### config.mk
export PLATFORM = sky130hd
export DESIGN_NAME = gifl_grow
export DESIGN_NICKNAME = d
export VERILOG_FILES = /design/src/rtl/gifl_pkg.sv /design/src/rtl/gifl_grow.sv
export SDC_FILE = /design/constraint.sdc
export NUM_CORES = 1
export LEC_CHECK = 0
export BUFFER_PORTS_ARGS = -buffer_cell sky130_fd_sc_hd__buf_2
export CAP_MARGIN = 0
export CORE_ASPECT_RATIO = 1.1
export CORE_MARGIN = 2
export CORE_UTILIZATION = 35
export DETAILED_ROUTE_END_ITERATION = 7
export SYNTH_ARGS = -nofsm -noshare
export SYNTH_HDL_FRONTEND = slang
export SYNTH_SLANG_ARGS = --single-unit
### constraint.sdc
create_clock -name vclk -period 12.4
set_input_delay 3.1 -clock vclk [all_inputs]
set_output_delay 3.1 -clock vclk [all_outputs]
set_load 0.01 [all_outputs]
### src/rtl/gifl_pkg.sv
// Shared constants, codes and types of the growable index free list.
`default_nettype none
package gifl_pkg;

  // Pool geometry
  localparam int MAX_ENTRIES = 65536;
  localparam int IDX_W       = 16;
  localparam int CNT_W       = 17;
  localparam logic [CNT_W-1:0] MAX_CNT = CNT_W'(MAX_ENTRIES);

  // Request codes
  localparam logic [1:0] ACT_ALLOC = 2'd0;
  localparam logic [1:0] ACT_FREE  = 2'd1;
  localparam logic [1:0] ACT_CLEAR = 2'd2;

  // Result status codes
  localparam logic [1:0] ST_OK        = 2'd0;
  localparam logic [1:0] ST_EXHAUSTED = 2'd1;
  localparam logic [1:0] ST_RANGE     = 2'd2;
  localparam logic [1:0] ST_DOUBLE    = 2'd3;

  // Configuration register indexes
  localparam logic [1:0] CFG_START_CHUNK = 2'd0;
  localparam logic [1:0] CFG_GROW_CHUNK  = 2'd1;
  localparam logic [1:0] CFG_FAST_LIMIT  = 2'd2;

  // Configuration reset values
  localparam logic [CNT_W-1:0] START_CHUNK_RST = CNT_W'(4048);
  localparam logic [CNT_W-1:0] GROW_CHUNK_RST  = CNT_W'(1024);
  localparam logic [CNT_W-1:0] FAST_LIMIT_RST  = CNT_W'(40000);

  // Outcome of a capacity growth attempt
  typedef struct packed {
    logic [CNT_W-1:0] grown;
    logic             grew;
    logic             over_limit;
  } gifl_grow_t;

endpackage
`default_nettype wire

### src/rtl/gifl_grow.sv
// Capacity growth: chunk selection, saturation at the pool limit, fast-buffer check.
`default_nettype none
module gifl_grow
  import gifl_pkg::*;
(
  input  wire logic [CNT_W-1:0] pool,
  input  wire logic [CNT_W-1:0] start_chunk,
  input  wire logic [CNT_W-1:0] grow_chunk,
  input  wire logic [CNT_W-1:0] fast_limit,
  output gifl_grow_t            grow
);

  logic [CNT_W-1:0] chunk_raw;
  logic [CNT_W-1:0] chunk;
  logic [CNT_W-1:0] headroom;

  // Pick the chunk; treat a zero chunk as one entry
  always_comb begin
    chunk_raw = (pool == '0) ? start_chunk : grow_chunk;
    chunk     = (chunk_raw == '0) ? CNT_W'(1) : chunk_raw;
    headroom  = MAX_CNT - pool;
  end

  // Saturate at the pool limit
  always_comb begin
    if (pool >= MAX_CNT) begin
      grow.grown = MAX_CNT;
    end else if (chunk >= headroom) begin
      grow.grown = MAX_CNT;
    end else begin
      grow.grown = pool + chunk;
    end
    grow.grew       = grow.grown > pool;
    grow.over_limit = grow.grown > fast_limit;
  end

endmodule
`default_nettype wire

==> results.sh <==
export IMPL_outcome="finished clean"
export IMPL_antenna_found_initial=0
export IMPL_critPathArrivalTime_ns=9.07
export IMPL_synth_distinct_cells=46
export IMPL_finalCritPeriodShare_pct=98.2
export IMPL_drtPass1Iterations=4
export IMPL_layout_drive_gt1_share_pct=31.0
export IMPL_syn_inst=353
export IMPL_drv_slew=0
export IMPL_worstMarginPinSlew_ns=0.512
export IMPL_dp_cells=528
export IMPL_dp_hpwl_um=7060
export IMPL_nets=586
export IMPL_grtUsageTotal_pct=19.3
export IMPL_grt_pass1_wl_um=13000
export IMPL_antenna_left=0
export IMPL_relSlewSlack_pct=65.4
export IMPL_remaining_drc_errors=0
export IMPL_port_buffer_count=87
export IMPL_rows=33
export IMPL_nClkBuffers=0
export IMPL_vdd_drop_max_uv=18.0
export IMPL_busiest_layer="met2"
export IMPL_end_kind="primary output"
export IMPL_grt_pass1_vias=2875
export IMPL_grt_util_met3_pct=0.874
export IMPL_fin_cells=532
export IMPL_drtIter0Drc=112
export IMPL_hold_violations=0
export IMPL_ios=87
export IMPL_slowest_delay_ns=0.55
export IMPL_fp_coreArea_sq_um=7390
export IMPL_start_kind="primary input"
export IMPL_drt_total_wl_um=8080
export IMPL_wl_per_cell_um=15.2
export IMPL_postCtsHoldBufs=0
export IMPL_hold_ws_ns=6.78
export IMPL_fmaxAchievable_ghz=0.0822
export IMPL_dieArea_sq_um=8240
export IMPL_slowest_stage="or4_4"
export IMPL_vias=2892
export IMPL_grt_met1_usage_pct=23.7
export IMPL_die_x_um=86.7
export IMPL_crit_type="primary input to primary output"
export IMPL_synth_top_cells_by_area="ha_1 33%, mux2_2 6.0%, inv_1 5.8%"
export IMPL_period_minus_slack_ns=12.17
export IMPL_drv_cap=0
export IMPL_synth_avg_cell_area_sq_um=7.46
export IMPL_fillers=781
export IMPL_vias_per_cell=5.44
export IMPL_synth_nets=492
export IMPL_worst_path_max_fanout=18
export IMPL_hp_class="primary input to primary output"
export IMPL_leakage_uw=0.00181
export IMPL_yosysMostFrequentCell="ha_1"
export IMPL_start_util_pct=35.7
export IMPL_cp_data_required_time_ns=9.30
export IMPL_setup_violations=0
export IMPL_synth_commonest_cells="70 x ha_1, 41 x inv_1, 27 x a21oi_1, 25 x nor2_1, 19 x a21o_1"
export IMPL_seq_cells=0
export IMPL_yosysSeqAreaShare_pct=0
export IMPL_gp_congestion=0.899
export IMPL_final_util_pct=45.4
export IMPL_area_growth_pct=27.4
export IMPL_yosys_area_top_type="ha_1"
export IMPL_syn_area_sq_um=2640
export IMPL_totalPowerFinal_uw=142
export IMPL_grt_max_degree=19
export IMPL_use_met2_pct=37.2
export IMPL_die_height_um=95
export IMPL_ys_warn_count=0
export IMPL_num_antenna_cells=0
export IMPL_overflow=0
export IMPL_synth_top_area_share_pct=33.2
export IMPL_power_density_nw_per_um2=42.4
export IMPL_seqCellArea_sq_um=0
==> kinds of logic (layout without fill, tap and decap cells) <==
kind of cell    after synthesis  after routing  synth area share (%)
fa+ha+maj                    71             71                  34.0
simple gates                103            103                  20.7
compound gates               97             97                  24.7
buf+inv                      46            138                  7.12
xor+xnor                     19             19                  6.32
mux                          17             17                  7.12
==> repair_timing <==
| item | 4_1_cts | 5_1_grt |
|---|---|---|
| setup endpoints to repair | 1 | 2 |
| pin swaps | 0 | 9 |
| buffers inserted | 0 | 4 |
| resized for setup | 3 | 25 |
==> cells in the final DEF, fill, tap and decap left out, drive strengths merged, types with 3 or more instances in the layout <==
| cell type | count |
|---|---|
| nor2b | 9 |
| nor2 | 25 |
| buf | 97 |
| mux2i | 3 |
| a21o | 19 |
| a211oi | 7 |
| ha | 70 |
| a21oi | 27 |
| o211ai | 8 |
| xnor2 | 16 |
| o21a | 6 |
| or3 | 5 |
| inv | 41 |
| xor2 | 3 |
| nand2 | 18 |
| nor3 | 13 |
| mux2 | 14 |
| nand3 | 3 |
| nand4 | 10 |
| o21ai | 18 |
| nor4 | 8 |
==> critical path: cells and delay by family <==
kind	cells	cell delay, ns
AO/OA/AOI/OAI	9	1.61
adder cells (fa/ha/maj)	3	0.79
buffers and inverters	5	0.72
AND/OR/NAND/NOR	10	2.50
multiplexers	1	0.35
==> where the power goes <==
part	leakage (uW)	internal, uW	switching, uW
registers	0	0	0
clock network	0	0	0
logic	0.00181	64.1	78.2
total	0.00181	64.1	78.2
==> layout make-up <==
type	instances	area (sq um)	share of cell area, %
inverters	41	154	4.59
well taps	87	109	3.24
repair buffers	97	527	15.7
multi-input cells	307	2570	76.5
==> through the flow <==
stage | setup TNS (ns) | cell area [sq um] | setup slack (ns)
final | 0 | 3360 | 0.228
after detailed placement | -0.000783 | 3200 | -0.000783
after global placement | 0 | 3200 | 0.131
after CTS | 0 | 3210 | 0.00363
after floorplan | 0 | 2640 | 0.367
after global routing | -0.131 | 3360 | -0.0746
==> layer usage <==
layer  routed length (um)  vias to the layer above
li1                     -                     1496
met1                 3670                     1318
met2                 4010                       65
met3                  269                       13
met4                  142                        0
met5                    0                        -
==> worst paths after layout <==
path / startpoint / slack [ns] / depth (start not counted) / end
worst max-delay path: pool[7] / 0.23 / 28 / grow[1]
worst min-delay path: pool[0] / 6.78 / 5 / grow[2]
Note: power is estimated with default switching activity, not from simulation.
